**src/hw/rtl/bdeq_pkg.sv**
```systemverilog
// Package with the shared constants of the button debounce event queue.
`default_nettype none

package bdeq_pkg;

  // Debounce threshold register: width, reset value and legal range.
  localparam int unsigned THR_W       = 7;
  localparam logic [6:0]  THR_RESET   = 7'd100;
  localparam logic [6:0]  THR_MIN     = 7'd1;
  localparam logic [6:0]  THR_MAX     = 7'd126;

  // Debounce counters are 8-bit signed and reset to "released", one step past
  // the negative reset threshold.
  localparam int unsigned CNT_W       = 8;
  localparam logic signed [7:0] CNT_RESET = -8'sd101;

  // Event codes and field widths.
  localparam int unsigned CODE_W      = 3;
  localparam logic [2:0]  EVT_NONE    = 3'd0;
  localparam int unsigned DROP_W      = 2;
  localparam int unsigned LEVELS_W    = 2;

endpackage

`default_nettype wire

```
**src/hw/rtl/button_debounce_event_queue_unit.sv**
```systemverilog
// Two-button debouncer with signed counters and a ring FIFO of debounced events.
`default_nettype none

// Channel   Dir  Handshake               Payload
// --------  ---  ----------------------  ------------------------------------------
// s_axis    in   s_axis_tvalid/tready    tuser: mode; tdata: buttons_down
// m_axis    out  m_axis_tvalid/tready    tdata: event_code, dropped_events
// cfg       in   cfg_valid/cfg_ready     cfg_data: debounce_threshold
//
// A pop beat and a sample beat that queues no event go from acceptance through
// the in-flight stage into the output register. A beat with queued events waits
// there while its events go to the single-write-port memory or are dropped, one
// per cycle. A new beat is taken while the previous result still waits in the
// output register. Reset clears the counters to "released", empties the FIFO
// and loads a threshold of 100; the event memory itself is not cleared. The
// configuration channel is always ready.
module button_debounce_event_queue_unit #(
  parameter int unsigned FIFO_DEPTH   = 256,
  parameter int unsigned BUTTON_COUNT = 2
) (
  input  wire logic                        clk_i,
  input  wire logic                        rst_ni,
  // Sample/pop beats.
  input  wire logic                        s_axis_tvalid_i,
  output logic                             s_axis_tready_o,
  input  wire logic [7:0]                  s_axis_tdata_i,  // [1:0] buttons_down
  input  wire logic [0:0]                  s_axis_tuser_i,  // [0] mode
  // Results.
  output logic                             m_axis_tvalid_o,
  input  wire logic                        m_axis_tready_i,
  output logic [7:0]                       m_axis_tdata_o,  // [2:0] event_code,
                                                            // [4:3] dropped_events
  // Threshold write channel.
  input  wire logic                        cfg_valid_i,
  output logic                             cfg_ready_o,
  input  wire logic [bdeq_pkg::THR_W-1:0]  cfg_data_i
);

  import bdeq_pkg::*;

  localparam int unsigned PTR_W = (FIFO_DEPTH > 1) ? $clog2(FIFO_DEPTH) : 1;
  localparam logic [PTR_W-1:0] PTR_LAST = PTR_W'(FIFO_DEPTH - 1);

  // ---------------------------------------------------------------------
  // Threshold register, clamped to its legal range on use.
  // ---------------------------------------------------------------------
  logic [THR_W-1:0]        thr_q;
  logic signed [CNT_W-1:0] thr_pos;
  logic signed [CNT_W-1:0] thr_neg;

  assign cfg_ready_o = 1'b1;

  always_ff @(posedge clk_i or negedge rst_ni) begin
    if (!rst_ni) begin
      thr_q <= THR_RESET;
    end else if (cfg_valid_i) begin
      thr_q <= cfg_data_i;
    end
  end

  always_comb begin
    logic [THR_W-1:0] t;
    t = thr_q;
    if (t < THR_MIN) t = THR_MIN;
    if (t > THR_MAX) t = THR_MAX;
    thr_pos = signed'({1'b0, t});
    thr_neg = -thr_pos;
  end

  // ---------------------------------------------------------------------
  // Handshake and in-flight stage.
  // The stage holds one accepted beat until all of its events have been
  // written to the FIFO or dropped, then hands its result to the output register.
  // ---------------------------------------------------------------------
  logic                    in_fire;
  logic                    in_pop;
  logic [LEVELS_W-1:0]     in_levels;

  logic                    s1_valid_q;
  logic                    s1_hit_q;      // a pop that found an event
  logic [DROP_W-1:0]       s1_drop_q;
  logic [BUTTON_COUNT-1:0] s1_pend_q;     // buttons with an event still to queue
  logic [BUTTON_COUNT-1:0] s1_press_q;    // event kind per button: 1 pressed

  logic                    s1_adv;
  logic                    out_valid_q;
  logic [CODE_W-1:0]       out_code_q;
  logic [DROP_W-1:0]       out_drop_q;

  assign in_pop    = s_axis_tuser_i[0];
  assign in_levels = s_axis_tdata_i[LEVELS_W-1:0];

  assign s1_adv          = s1_valid_q && (s1_pend_q == '0) &&
                           (!out_valid_q || m_axis_tready_i);
  assign s_axis_tready_o = !s1_valid_q || s1_adv;
  assign in_fire         = s_axis_tvalid_i && s_axis_tready_o;

  // ---------------------------------------------------------------------
  // FIFO pointers and memory.
  // ---------------------------------------------------------------------
  logic [PTR_W-1:0]  wr_ptr_q;
  logic [PTR_W-1:0]  rd_ptr_q;
  logic [PTR_W-1:0]  wr_ptr_nxt;
  logic [PTR_W-1:0]  rd_ptr_nxt;
  logic              fifo_empty;
  logic              fifo_full;
  logic              pop_rd;
  logic [CODE_W-1:0] mem [FIFO_DEPTH];
  logic [CODE_W-1:0] rdata_q;

  assign wr_ptr_nxt = (wr_ptr_q == PTR_LAST) ? '0 : wr_ptr_q + 1'b1;
  assign rd_ptr_nxt = (rd_ptr_q == PTR_LAST) ? '0 : rd_ptr_q + 1'b1;
  assign fifo_empty = (wr_ptr_q == rd_ptr_q);
  assign fifo_full  = (wr_ptr_nxt == rd_ptr_q);
  assign pop_rd     = in_fire && in_pop && !fifo_empty;

  // Pick the lowest-numbered button with a pending event; one push a cycle.
  logic                    push_req;
  logic [BUTTON_COUNT-1:0] push_sel;
  logic [CODE_W-1:0]       push_code;
  logic                    push_we;

  always_comb begin
    push_req  = 1'b0;
    push_sel  = '0;
    push_code = EVT_NONE;
    for (int i = 0; i < BUTTON_COUNT; i++) begin
      if (s1_pend_q[i] && !push_req) begin
        push_req    = 1'b1;
        push_sel[i] = 1'b1;
        push_code   = s1_press_q[i] ? CODE_W'(2 * i + 1) : CODE_W'(2 * i + 2);
      end
    end
  end

  assign push_we = s1_valid_q && push_req && !fifo_full;

  always_ff @(posedge clk_i) begin
    if (push_we) begin
      mem[wr_ptr_q] <= push_code;
    end
    if (pop_rd) begin
      rdata_q <= mem[rd_ptr_q];
    end
  end

  always_ff @(posedge clk_i or negedge rst_ni) begin
    if (!rst_ni) begin
      wr_ptr_q <= '0;
      rd_ptr_q <= '0;
    end else begin
      if (push_we) wr_ptr_q <= wr_ptr_nxt;
      if (pop_rd)  rd_ptr_q <= rd_ptr_nxt;
    end
  end

  // ---------------------------------------------------------------------
  // Debounce counters, one lane per button. Buttons beyond the two input
  // levels always sample as up.
  // ---------------------------------------------------------------------
  logic signed [CNT_W-1:0] cnt_q [BUTTON_COUNT];
  logic signed [CNT_W-1:0] cnt_d [BUTTON_COUNT];
  logic [BUTTON_COUNT-1:0] ev_hit;
  logic [BUTTON_COUNT-1:0] ev_press;

  always_comb begin
    for (int i = 0; i < BUTTON_COUNT; i++) begin
      logic down;
      down        = (i < LEVELS_W) ? in_levels[i % LEVELS_W] : 1'b0;
      cnt_d[i]    = cnt_q[i];
      ev_hit[i]   = 1'b0;
      ev_press[i] = down;
      if (down) begin
        if (cnt_q[i] <= 0) begin
          cnt_d[i] = 8'sd1;
        end else if (cnt_q[i] == thr_pos) begin
          cnt_d[i]  = cnt_q[i] + 8'sd1;
          ev_hit[i] = 1'b1;
        end else if (cnt_q[i] < thr_pos) begin
          cnt_d[i] = cnt_q[i] + 8'sd1;
        end
      end else begin
        if (cnt_q[i] >= 0) begin
          cnt_d[i] = -8'sd1;
        end else if (cnt_q[i] == thr_neg) begin
          cnt_d[i]  = cnt_q[i] - 8'sd1;
          ev_hit[i] = 1'b1;
        end else if (cnt_q[i] > thr_neg) begin
          cnt_d[i] = cnt_q[i] - 8'sd1;
        end
      end
    end
  end

  always_ff @(posedge clk_i or negedge rst_ni) begin
    if (!rst_ni) begin
      for (int i = 0; i < BUTTON_COUNT; i++) cnt_q[i] <= CNT_RESET;
    end else if (in_fire && !in_pop) begin
      for (int i = 0; i < BUTTON_COUNT; i++) cnt_q[i] <= cnt_d[i];
    end
  end

  // ---------------------------------------------------------------------
  // In-flight stage registers.
  // ---------------------------------------------------------------------
  always_ff @(posedge clk_i or negedge rst_ni) begin
    if (!rst_ni) begin
      s1_valid_q <= 1'b0;
      s1_pend_q  <= '0;
    end else begin
      if (in_fire) begin
        s1_valid_q <= 1'b1;
        s1_pend_q  <= in_pop ? '0 : ev_hit;
      end else begin
        if (s1_adv) s1_valid_q <= 1'b0;
        if (s1_valid_q && push_req) s1_pend_q <= s1_pend_q & ~push_sel;
      end
    end
  end

  always_ff @(posedge clk_i) begin
    if (in_fire) begin
      s1_hit_q   <= pop_rd;
      s1_drop_q  <= '0;
      s1_press_q <= ev_press;
    end else if (s1_valid_q && push_req && fifo_full) begin
      // The event is dropped; the count wraps in its two bits.
      s1_drop_q <= s1_drop_q + 1'b1;
    end
  end

  // ---------------------------------------------------------------------
  // Output register.
  // ---------------------------------------------------------------------
  always_ff @(posedge clk_i or negedge rst_ni) begin
    if (!rst_ni) begin
      out_valid_q <= 1'b0;
    end else if (s1_adv) begin
      out_valid_q <= 1'b1;
    end else if (m_axis_tready_i) begin
      out_valid_q <= 1'b0;
    end
  end

  always_ff @(posedge clk_i) begin
    if (s1_adv) begin
      out_code_q <= s1_hit_q ? rdata_q : EVT_NONE;
      out_drop_q <= s1_drop_q;
    end
  end

  assign m_axis_tvalid_o = out_valid_q;
  assign m_axis_tdata_o  = {3'b000, out_drop_q, out_code_q};

endmodule

`default_nettype wire
```
**config.mk**
```make
export PLATFORM = sky130hd
export DESIGN_NAME = button_debounce_event_queue_unit
export DESIGN_NICKNAME = d
export VERILOG_FILES = /design/src/hw/rtl/bdeq_pkg.sv /design/src/hw/rtl/button_debounce_event_queue_unit.sv
export SDC_FILE = /design/constraint.sdc
export NUM_CORES = 1
export LEC_CHECK = 0
export BUFFER_PORTS_ARGS = -buffer_cell sky130_fd_sc_hd__buf_4
export CAP_MARGIN = 20
export CORE_MARGIN = 3
export CORE_UTILIZATION = 68
export CTS_BUF_LIST = sky130_fd_sc_hd__clkbuf_4 sky130_fd_sc_hd__clkbuf_8 sky130_fd_sc_hd__clkbuf_16
export DETAILED_ROUTE_END_ITERATION = 8
export PLACE_DENSITY = 0.85
export SLEW_MARGIN = 20
export SYNTH_ARGS = -nofsm -noshare
export SYNTH_HDL_FRONTEND = slang
export SYNTH_SLANG_ARGS = --single-unit
```
**constraint.sdc**
```tcl
create_clock -name clk_i -period 21.3 [get_ports clk_i]
set_input_delay 3.195 -clock clk_i [delete_from_list [all_inputs] [get_ports clk_i]]
set_output_delay 3.195 -clock clk_i [all_outputs]
set_load 0.02 [all_outputs]
```
==> results of run 1 <==
worst max-delay path: stages:
cell and delay, ns:
sky130_fd_sc_hd__buf_4 0.10, sky130_fd_sc_hd__nand2b_1 0.16, sky130_fd_sc_hd__a21bo_2 0.22, sky130_fd_sc_hd__buf_4 0.16
cells in the mapped netlist, types with 5 or more instances:
master	number	area, um^2
sky130_fd_sc_hd__edfxtp_1	779	23400
sky130_fd_sc_hd__nor2_1	301	1130
sky130_fd_sc_hd__mux4_2	152	3420
sky130_fd_sc_hd__mux2i_1	108	1080
sky130_fd_sc_hd__clkbuf_1	64	240
sky130_fd_sc_hd__nand2_1	63	236
sky130_fd_sc_hd__a21oi_1	58	290
sky130_fd_sc_hd__o21ai_0	47	235
sky130_fd_sc_hd__nand3_1	42	210
sky130_fd_sc_hd__ha_1	36	450
sky130_fd_sc_hd__inv_1	33	124
sky130_fd_sc_hd__dfrtp_1	30	751
sky130_fd_sc_hd__buf_2	29	145
sky130_fd_sc_hd__a221oi_1	27	236
sky130_fd_sc_hd__buf_4	25	188
sky130_fd_sc_hd__nor2b_1	22	138
sky130_fd_sc_hd__nor3_1	21	105
sky130_fd_sc_hd__xnor2_1	21	184
sky130_fd_sc_hd__a211oi_1	18	135
sky130_fd_sc_hd__o221ai_1	18	158
sky130_fd_sc_hd__buf_6	16	180
sky130_fd_sc_hd__xor2_1	15	131
sky130_fd_sc_hd__dfstp_2	13	342
sky130_fd_sc_hd__o22ai_1	13	81.3
sky130_fd_sc_hd__a31oi_1	12	75.1
sky130_fd_sc_hd__and3_1	10	62.6
sky130_fd_sc_hd__mux2_2	9	101
sky130_fd_sc_hd__nand3_4	9	158
sky130_fd_sc_hd__nand2b_1	8	50.1
sky130_fd_sc_hd__a22o_1	7	61.3
sky130_fd_sc_hd__a22oi_1	7	52.6
sky130_fd_sc_hd__and2_1	7	43.8
sky130_fd_sc_hd__o31ai_1	7	52.6
sky130_fd_sc_hd__a2111oi_0	6	52.6
sky130_fd_sc_hd__nand4_1	6	37.5
sky130_fd_sc_hd__nor4_1	6	37.5
sky130_fd_sc_hd__a211o_1	5	43.8
sky130_fd_sc_hd__a21o_1	5	37.5
sky130_fd_sc_hd__o211ai_1	5	37.5
logic make-up after synthesis:
family,count (synthesis),share of synthesized area [%]
compound gates,270,5.43
xor+xnor,36,0.898
fa+ha+maj,36,1.28
buf+inv,172,2.58
flops,824,69.9
mux,269,13.1
other cells,2,0.0214
simple gates,518,6.81
path summary, 6_finish.rpt:
path / end / depth (start not counted)
setup reg to reg: rdata_q[0]$_DFFE_PP_ / 7
hold reg to reg: out_drop_q[1]$_DFFE_PP_ / 0
min in group asynchronous: rd_ptr_q[3]$_DFFE_PN0P_ / 1
hold / removal: out_drop_q[1]$_DFFE_PP_ / 0
max in group asynchronous: rd_ptr_q[1]$_DFFE_PN0P_ / 1
setup / recovery: s_axis_tready_o / 4
power by group through the flow:
stage               combinational, mW  clock (mW)  sequential, mW
finish                          0.965        1.43            1.88
global placement                0.907           0            1.91
CTS                             0.950        1.44            1.88
global route                     1.02        1.50            1.88
floorplan                       0.782           0            1.84
detailed placement              0.933           0            1.91
cell type report:
| cell class | instances | area, um^2 |
|---|---|---|
| flip-flops and latches | 824 | 24500 |
| fillers | 2686 | 12300 |
| multi-input cells | 1135 | 9720 |
| clock buffers | 100 | 2190 |
| well taps | 672 | 841 |
| clock inverters | 43 | 439 |
| repair buffers | 47 | 423 |
| inverters | 33 | 124 |
| diodes | 1 | 2.50 |
sequential cells by signal, indices dropped and copies added (netlist names):
name and flops:
mem 768, cnt_q 16, rd_ptr_q 8, wr_ptr_q 8, thr_q 7, out_code_q 3
rdata_q 3, out_drop_q 2, s1_drop_q 2, s1_pend_q 2, s1_press_q 2, m_axis_tvalid_o 1
s1_hit_q 1, s1_valid_q 1
per-stage QoR:
step	setup WS [ns]	utilization [%]	hold slack [ns]	cells	cell area, um^2
final	14.26	75.7	0.451	2855	38300
after global routing	14.23	75.7	0.470	2854	38300
after CTS	14.26	75.6	0.455	2852	38200
after detailed placement	14.27	70.4	0.445	2709	35600
after global placement	14.28	70.4	0.439	2709	35600
after floorplan	8.40	-	0.422	2131	35100
layer usage:
metal / vias to the layer above / part of all wire, %
met3: 281 / 12
met4: 0 / 4.9
met5: - / 0
met1: 9988 / 35
li1: 8360 / -
met2: 1481 / 48
==> flow_results.xml, run 1 <==
<?xml version="1.0" encoding="UTF-8"?>
<metrics>
  <group name="placement">
    <metric name="port_buffers" unit="">21</metric>
    <metric name="place.detailed.hpwl" unit="um">45200</metric>
    <metric name="finalWeightedCongestion" unit="">0.875</metric>
  </group>
  <group name="sta">
    <metric name="period_share" unit="%">33.0</metric>
    <metric name="finalClockSkew" unit="ns">0.0242</metric>
    <metric name="finalSetupViolCount" unit="">0</metric>
    <metric name="fin_crit" unit="ns">7.04</metric>
    <metric name="hold_viol" unit="">0</metric>
    <metric name="setup_tns" unit="ns">0</metric>
    <metric name="timing.max_slew.rel_slack" unit="%">12.7</metric>
    <metric name="rsz0062_at_grt" unit="">false</metric>
    <metric name="maxSlewViolCount" unit="">0</metric>
    <metric name="fmax" unit="MHz">142</metric>
    <metric name="worstMarginPinSlew" unit="ns">1.31</metric>
  </group>
  <group name="drt">
    <metric name="drt-total-wl" unit="um">82400</metric>
    <metric name="drt_first_pass_iters" unit="">6</metric>
    <metric name="drt_iter0_markers" unit="">2898</metric>
    <metric name="vias_per_cell" unit="">7.04</metric>
    <metric name="vias" unit="">20100</metric>
    <metric name="antenna_violating_nets_post_route" unit="">0</metric>
    <metric name="drc" unit="">0</metric>
    <metric name="detail_route.wl_per_cell" unit="um">28.8</metric>
  </group>
  <group name="synth">
    <metric name="synth.distinct_cells" unit="">77</metric>
    <metric name="synth_seq_cells" unit="">824</metric>
    <metric name="syn_area_per_cell" unit="um^2">16.5</metric>
    <metric name="sequential_cell_area_fraction_in_the_yosys_report" unit="%">69.9</metric>
    <metric name="post_synth_inst_count" unit="">2127</metric>
    <metric name="postSynth.topFlopCell" unit="">sky130_fd_sc_hd__edfxtp_1</metric>
    <metric name="ys_async_sr_fraction" unit="%">5.22</metric>
    <metric name="synth_enable_flop_cells" unit="">779</metric>
    <metric name="post_synth_instance_area" unit="um^2">35100</metric>
    <metric name="yosysWarnings" unit="">0</metric>
  </group>
  <group name="floorplanning">
    <metric name="initial_core_util" unit="%">69.4</metric>
    <metric name="core" unit="um^2">50600</metric>
    <metric name="dieWidth" unit="um">233</metric>
    <metric name="floorplan.die_area" unit="um^2">54400</metric>
    <metric name="core.rowCount" unit="">82</metric>
    <metric name="io-pin-count" unit="">32</metric>
    <metric name="dieHeight" unit="um">233</metric>
  </group>
  <group name="power_and_ir_drop">
    <metric name="power_per_cell_area" unit="nW/um^2">112</metric>
    <metric name="combinationalPowerShare" unit="%">22.6</metric>
    <metric name="p_leak" unit="nW">11.3</metric>
    <metric name="total_power" unit="mW">4.27</metric>
    <metric name="pwr-share-seq" unit="%">44.0</metric>
    <metric name="cell_internal_pwr" unit="mW">3.03</metric>
    <metric name="part_of_the_total_power_dissipated_in_the_clock_network" unit="%">33.4</metric>
    <metric name="switching_share" unit="%">28.9</metric>
    <metric name="ir_worst_vdd" unit="V">0.000130</metric>
    <metric name="p_switching" unit="mW">1.23</metric>
  </group>
  <group name="critical_path">
    <metric name="path_class" unit="">in2out</metric>
    <metric name="worstPathArrival" unit="ns">3.84</metric>
    <metric name="timing.critical_path.fanout_max" unit="">3</metric>
    <metric name="worst-r2r-setup-slack" unit="ns">16.30</metric>
    <metric name="critical_path.endpoint_type" unit="">primary output</metric>
    <metric name="worst_setup_path_start_kind" unit="">input port</metric>
    <metric name="critPathRequiredTime" unit="ns">18.11</metric>
    <metric name="setup.worst_path.start" unit="">m_axis_tready_i</metric>
    <metric name="regToRegStartpoint" unit="">rd_ptr_q[0]$_DFFE_PN0P_</metric>
  </group>
  <group name="cts">
    <metric name="cts-hold-fix-buffers" unit="">0</metric>
    <metric name="clkTransAtPathRegs" unit="ns">0.05</metric>
    <metric name="cts.sinks" unit="">824</metric>
    <metric name="cts_tree" unit="">yes</metric>
    <metric name="cts.repair_timing.setup_buffer_count" unit="">0</metric>
    <metric name="worstSkewPairLatency" unit="ns">0.63</metric>
    <metric name="cts_max_level" unit="">3</metric>
    <metric name="clockRootBuffer" unit="">sky130_fd_sc_hd__clkbuf_16</metric>
    <metric name="postCtsResizedCells" unit="">0</metric>
    <metric name="cts_inserted_buffers" unit="">81</metric>
    <metric name="max-clock-path-buffers" unit="">3</metric>
  </group>
  <group name="grt">
    <metric name="first_global_vias" unit="">20400</metric>
    <metric name="grt.met1_usage" unit="%">41.5</metric>
    <metric name="initial_antenna_violation_count" unit="">0</metric>
    <metric name="grtUsageMet2" unit="%">49.4</metric>
    <metric name="grt_use_total" unit="%">31.1</metric>
    <metric name="gr-max-usage-layer" unit="">met2</metric>
    <metric name="globalRoute.totalOverflow" unit="">0</metric>
    <metric name="grt_pass1_wl" unit="um">125000</metric>
    <metric name="met3_usage" unit="%">7.48</metric>
    <metric name="grt_start_max_net_pins" unit="">257</metric>
  </group>
  <group name="layout">
    <metric name="area_growth" unit="%">9.04</metric>
    <metric name="drive_above_1_share" unit="%">17.6</metric>
    <metric name="mostFrequentLayoutCell" unit="">sky130_fd_sc_hd__edfxtp_1</metric>
    <metric name="mostFrequentLayoutCells" unit="">779 x sky130_fd_sc_hd__edfxtp_1, 301 x sky130_fd_sc_hd__nor2_1, 152 x sky130_fd_sc_hd__mux4_2</metric>
    <metric name="layout.nets" unit="">2179</metric>
  </group>
  <group name="min_path">
    <metric name="hold_start" unit="">s1_drop_q[1]$_SDFFE_PP0P_</metric>
    <metric name="worst_hold_path_type" unit="">reg2reg</metric>
  </group>
  <group name="flow_run">
    <metric name="maxCapViolations" unit="">0</metric>
  </group>
  <group name="run_status">
    <metric name="status" unit="">finished, final reports clean</metric>
  </group>
</metrics>
(Power assumes the default switching activity.)
==> inputs of run 2 (changes only) <==
Settings changed: ABC_AREA set to 1, CORE_UTILIZATION 68 to 57, PLACE_DENSITY 0.85 to 0.76.
Clock period 21.3 ns to 6.4 ns, I/O delays scaled along.
==> run 2 against run 1 <==
Register-to-register slack worse by 14 ns. Count of clock-buffer cells in the layout is 4 higher. Sequential cell count stayed put. Combinational power grew to 5.1 times the previous value. Die area is 26% higher. Design area is 6.3% higher. Via count is 29% higher. Clock power grew to 3.5 times the previous value. Non-clock buffer count is 2 lower. Critical path type is now reg2reg. Critical endpoint is now mem[42][0]$_DFFE_PP_. Highest routed layer unchanged.
==> flow_results.xml, run 2 <==
<?xml version="1.0" encoding="UTF-8"?>
<metrics>
  <group name="sta">
    <metric name="timing.max_slew.rel_slack" unit="%">25.7</metric>
    <metric name="rsz0062_at_grt" unit="">false</metric>
    <metric name="fin_crit" unit="ns">4.25</metric>
    <metric name="setup_tns" unit="ns">0</metric>
    <metric name="hold_viol" unit="">0</metric>
    <metric name="hold_ws" unit="ns">0.354</metric>
    <metric name="period_share" unit="%">66.3</metric>
    <metric name="finalClockSkew" unit="ns">0.0152</metric>
    <metric name="final_critical_path_setup_slack" unit="ns">2.15</metric>
    <metric name="fmax" unit="MHz">236</metric>
    <metric name="maxSlewViolCount" unit="">0</metric>
    <metric name="finalSetupViolCount" unit="">0</metric>
    <metric name="worstMarginPinSlew" unit="ns">1.12</metric>
  </group>
  <group name="layout">
    <metric name="largest_reg_flops" unit="">768</metric>
    <metric name="area_growth" unit="%">9.07</metric>
    <metric name="regMostFlops" unit="">mem</metric>
    <metric name="design_area" unit="um^2">40700</metric>
    <metric name="n_fill_cell" unit="">5019</metric>
    <metric name="mostFrequentLayoutCell" unit="">sky130_fd_sc_hd__nand2_1</metric>
    <metric name="layout.nets" unit="">3734</metric>
    <metric name="top_regs" unit="">mem (768), cnt_q (16)</metric>
    <metric name="drive_above_1_share" unit="%">6.25</metric>
    <metric name="mostFrequentLayoutCells" unit="">961 x sky130_fd_sc_hd__nand2_1, 779 x sky130_fd_sc_hd__edfxtp_1, 662 x sky130_fd_sc_hd__nor2_1</metric>
    <metric name="layout.core_utilization" unit="%">63.0</metric>
  </group>
  <group name="cts">
    <metric name="postCtsResizedCells" unit="">0</metric>
    <metric name="cts.repair_timing.setup_buffer_count" unit="">0</metric>
    <metric name="cts_max_level" unit="">3</metric>
    <metric name="clockRootBuffer" unit="">sky130_fd_sc_hd__clkbuf_16</metric>
    <metric name="clkTransAtPathRegs" unit="ns">0.06</metric>
    <metric name="cts_tree" unit="">yes</metric>
    <metric name="cts-hold-fix-buffers" unit="">0</metric>
    <metric name="cts_inserted_buffers" unit="">82</metric>
    <metric name="worstSkewPairLatency" unit="ns">0.62</metric>
    <metric name="cts.sinks" unit="">824</metric>
    <metric name="max-clock-path-buffers" unit="">3</metric>
  </group>
  <group name="grt">
    <metric name="grt_use_total" unit="%">25.9</metric>
    <metric name="globalRoute.totalOverflow" unit="">0</metric>
    <metric name="grt_pass1_wl" unit="um">135000</metric>
    <metric name="initial_antenna_violation_count" unit="">0</metric>
    <metric name="grt_start_max_net_pins" unit="">248</metric>
    <metric name="first_global_vias" unit="">24900</metric>
  </group>
  <group name="synth">
    <metric name="synth_seq_cells" unit="">824</metric>
    <metric name="ys_async_sr_fraction" unit="%">5.22</metric>
    <metric name="sequential_cell_area_fraction_in_the_yosys_report" unit="%">65.7</metric>
    <metric name="synth_enable_flop_cells" unit="">779</metric>
    <metric name="post_synth_instance_area" unit="um^2">37300</metric>
    <metric name="syn_area_per_cell" unit="um^2">9.93</metric>
    <metric name="netlist_top_cells_count" unit="">963 x sky130_fd_sc_hd__nand2_1, 779 x sky130_fd_sc_hd__edfxtp_1, 663 x sky130_fd_sc_hd__nor2_1, 320 x sky130_fd_sc_hd__nand3_1, 282 x sky130_fd_sc_hd__inv_1</metric>
    <metric name="yosysWarnings" unit="">0</metric>
    <metric name="synthMostInstantiatedCell" unit="">sky130_fd_sc_hd__nand2_1</metric>
    <metric name="post_synth_inst_count" unit="">3755</metric>
    <metric name="postSynth.topFlopCell" unit="">sky130_fd_sc_hd__edfxtp_1</metric>
    <metric name="synth.distinct_cells" unit="">40</metric>
    <metric name="yosysTopAreaCell" unit="">sky130_fd_sc_hd__edfxtp_1</metric>
    <metric name="synthDominantCellAreaShare" unit="%">62.7</metric>
    <metric name="ys_top_cells_by_area" unit="">sky130_fd_sc_hd__edfxtp_1 63%, sky130_fd_sc_hd__nand2_1 9.7%, sky130_fd_sc_hd__nor2_1 6.7%</metric>
  </group>
  <group name="floorplanning">
    <metric name="initial_core_util" unit="%">57.8</metric>
    <metric name="floorplan.die_area" unit="um^2">68600</metric>
    <metric name="io-pin-count" unit="">32</metric>
    <metric name="core" unit="um^2">64600</metric>
    <metric name="dieHeight" unit="um">262</metric>
    <metric name="dieWidth" unit="um">262</metric>
    <metric name="core.rowCount" unit="">93</metric>
  </group>
  <group name="critical_path">
    <metric name="critical_path.endpoint_type" unit="">flip-flop</metric>
    <metric name="path_buf_inv" unit="">4</metric>
    <metric name="timing.critical_path.fanout_max" unit="">167</metric>
    <metric name="slowest_delay" unit="ns">0.73</metric>
    <metric name="critPathTopFamily" unit="">buffers and inverters</metric>
    <metric name="path_depth" unit="">12</metric>
    <metric name="path_class" unit="">reg2reg</metric>
    <metric name="critical-path-slowest-cell" unit="">sky130_fd_sc_hd__inv_8</metric>
    <metric name="timing.critical_path.cells" unit="">inv_8, nand3_1, nand2_1, clkinv_1, nand3_2, nor2_4, nand2_2, nand2_2, inv_2, nand2_1, buf_4, nor2_1</metric>
    <metric name="worst_setup_path_start_kind" unit="">flip-flop</metric>
    <metric name="worstPathArrival" unit="ns">4.54</metric>
    <metric name="timing.reg2reg.worst_path_depth" unit="">12</metric>
    <metric name="critPathRequiredTime" unit="ns">6.69</metric>
  </group>
  <group name="drt">
    <metric name="vias_per_cell" unit="">5.66</metric>
    <metric name="drc" unit="">0</metric>
    <metric name="antenna_violating_nets_post_route" unit="">0</metric>
    <metric name="detail_route.wl_per_cell" unit="um">19.1</metric>
    <metric name="vias" unit="">26000</metric>
    <metric name="drt_iter0_markers" unit="">3069</metric>
    <metric name="drt-total-wl" unit="um">87900</metric>
    <metric name="drt_first_pass_iters" unit="">6</metric>
  </group>
  <group name="power_and_ir_drop">
    <metric name="power_per_cell_area" unit="nW/um^2">396</metric>
    <metric name="ir_worst_vdd" unit="V">0.000394</metric>
    <metric name="p_leak" unit="nW">15.9</metric>
  </group>
  <group name="run_status">
    <metric name="status" unit="">finished, final reports clean</metric>
  </group>
  <group name="placement">
    <metric name="port_buffers" unit="">21</metric>
    <metric name="finalWeightedCongestion" unit="">0.911</metric>
    <metric name="place_worst_setup_slack" unit="ns">2.21</metric>
    <metric name="place.detailed.hpwl" unit="um">47000</metric>
    <metric name="placed_cell_area" unit="um^2">37900</metric>
  </group>
  <group name="flow_run">
    <metric name="maxCapViolations" unit="">0</metric>
  </group>
  <group name="min_path">
    <metric name="worst_hold_path_type" unit="">in2async</metric>
  </group>
</metrics>
==> run 2: changes by cell type in the layout (fill, tap and decap cells not counted), moves of 27 or more <==
cell / before / now
sky130_fd_sc_hd__a221oi_1: 27 / 0
sky130_fd_sc_hd__inv_1: 33 / 280
sky130_fd_sc_hd__mux2i_1: 108 / 0
sky130_fd_sc_hd__mux4_2: 152 / 0
sky130_fd_sc_hd__nand2_1: 62 / 961
sky130_fd_sc_hd__nand3_1: 40 / 320
sky130_fd_sc_hd__nand4_1: 6 / 34
sky130_fd_sc_hd__nor2_1: 301 / 662
sky130_fd_sc_hd__o21ai_0: 46 / 241
==> run 2: final timing paths <==
kind	from	slack, ns	end
setup / recovery	rd_ptr_q[0]$_DFFE_PN0P_	2.15	mem[42][0]$_DFFE_PP_
hold / removal	rst_ni	0.35	thr_q[4]$_DFFE_PN0P_
setup reg to reg	rd_ptr_q[0]$_DFFE_PN0P_	2.15	mem[42][0]$_DFFE_PP_
hold reg to reg	cnt_q[0]$_DFFE_PN1P_	0.50	cnt_q[0]$_DFFE_PN1P_
max in group asynchronous	rst_ni	5.57	rd_ptr_q[1]$_DFFE_PN0P_
min in group clk_i	cnt_q[0]$_DFFE_PN1P_	0.50	cnt_q[0]$_DFFE_PN1P_
==> run 2: routing by layer <==
metal	track usage, %	vias up	wire [um]
met5	0	-	0
met4	11.1	0	3920
met3	4.45	265	7820
met2	42.4	1161	41400
met1	34.5	12200	34800
li1	-	12400	-
==> run 2: layout make-up <==
class	instances	area, um^2	area share, %
Sequential cell	824	24500	60.3
Multi-Input combinational cell	2430	10800	26.4
Clock buffer	104	2290	5.64
Inverter	294	1120	2.75
Tap cell	855	1070	2.63
Clock inverter	46	526	1.29
Timing Repair Buffer	45	388	0.953
Antenna cell	1	2.50	0.00615
==> run 2: worst reg2reg max path, stage by stage, from the launching register on <==
cell and delay (ns):
sky130_fd_sc_hd__dfrtp_4 0.69, sky130_fd_sc_hd__inv_8 0.73, sky130_fd_sc_hd__nand3_1 0.14, sky130_fd_sc_hd__nand2_1 0.12, sky130_fd_sc_hd__clkinv_1 0.07, sky130_fd_sc_hd__nand3_2 0.08, sky130_fd_sc_hd__nor2_4 0.05, sky130_fd_sc_hd__nand2_2 0.06
sky130_fd_sc_hd__nand2_2 0.13, sky130_fd_sc_hd__inv_2 0.54, sky130_fd_sc_hd__nand2_1 0.63, sky130_fd_sc_hd__buf_4 0.42, sky130_fd_sc_hd__nor2_1 0.26
==> run 2: stage by stage <==
| stage | instances | total power [mW] |
|---|---|---|
| 2_1_floorplan | 3759 | 9.84 |
| 3_3_place_gp | 4448 | 11.1 |
| 3_5_place_dp | 4448 | 11.1 |
| 4_1_cts | 4598 | 16.1 |
| 5_1_grt | 4598 | 17.0 |
| 6_report | 4599 | 16.1 |
==> run 2: logic make-up (layout without fill, tap and decap cells) <==
logic type | count (synthesis) | in the layout | synth area share, %
and+or+nand+nor | 2026 | 2026 | 22.2
buffers and inverters | 505 | 489 | 5.57
xor gates and xnor gates | 23 | 23 | 0.540
other | 2 | 7 | 0.0201
adders and majority gates | 36 | 36 | 1.21
DFF | 824 | 824 | 65.7
AOI/OAI and AO/OA | 339 | 339 | 4.74
==> run 2: power breakdown <==
part	switching, mW	internal (mW)	leakage, nW
Clock	1.96	3.02	1.40
Combinational	3.46	1.46	6.60
Sequential	0.220	5.98	7.90
Total	5.64	10.5	15.9
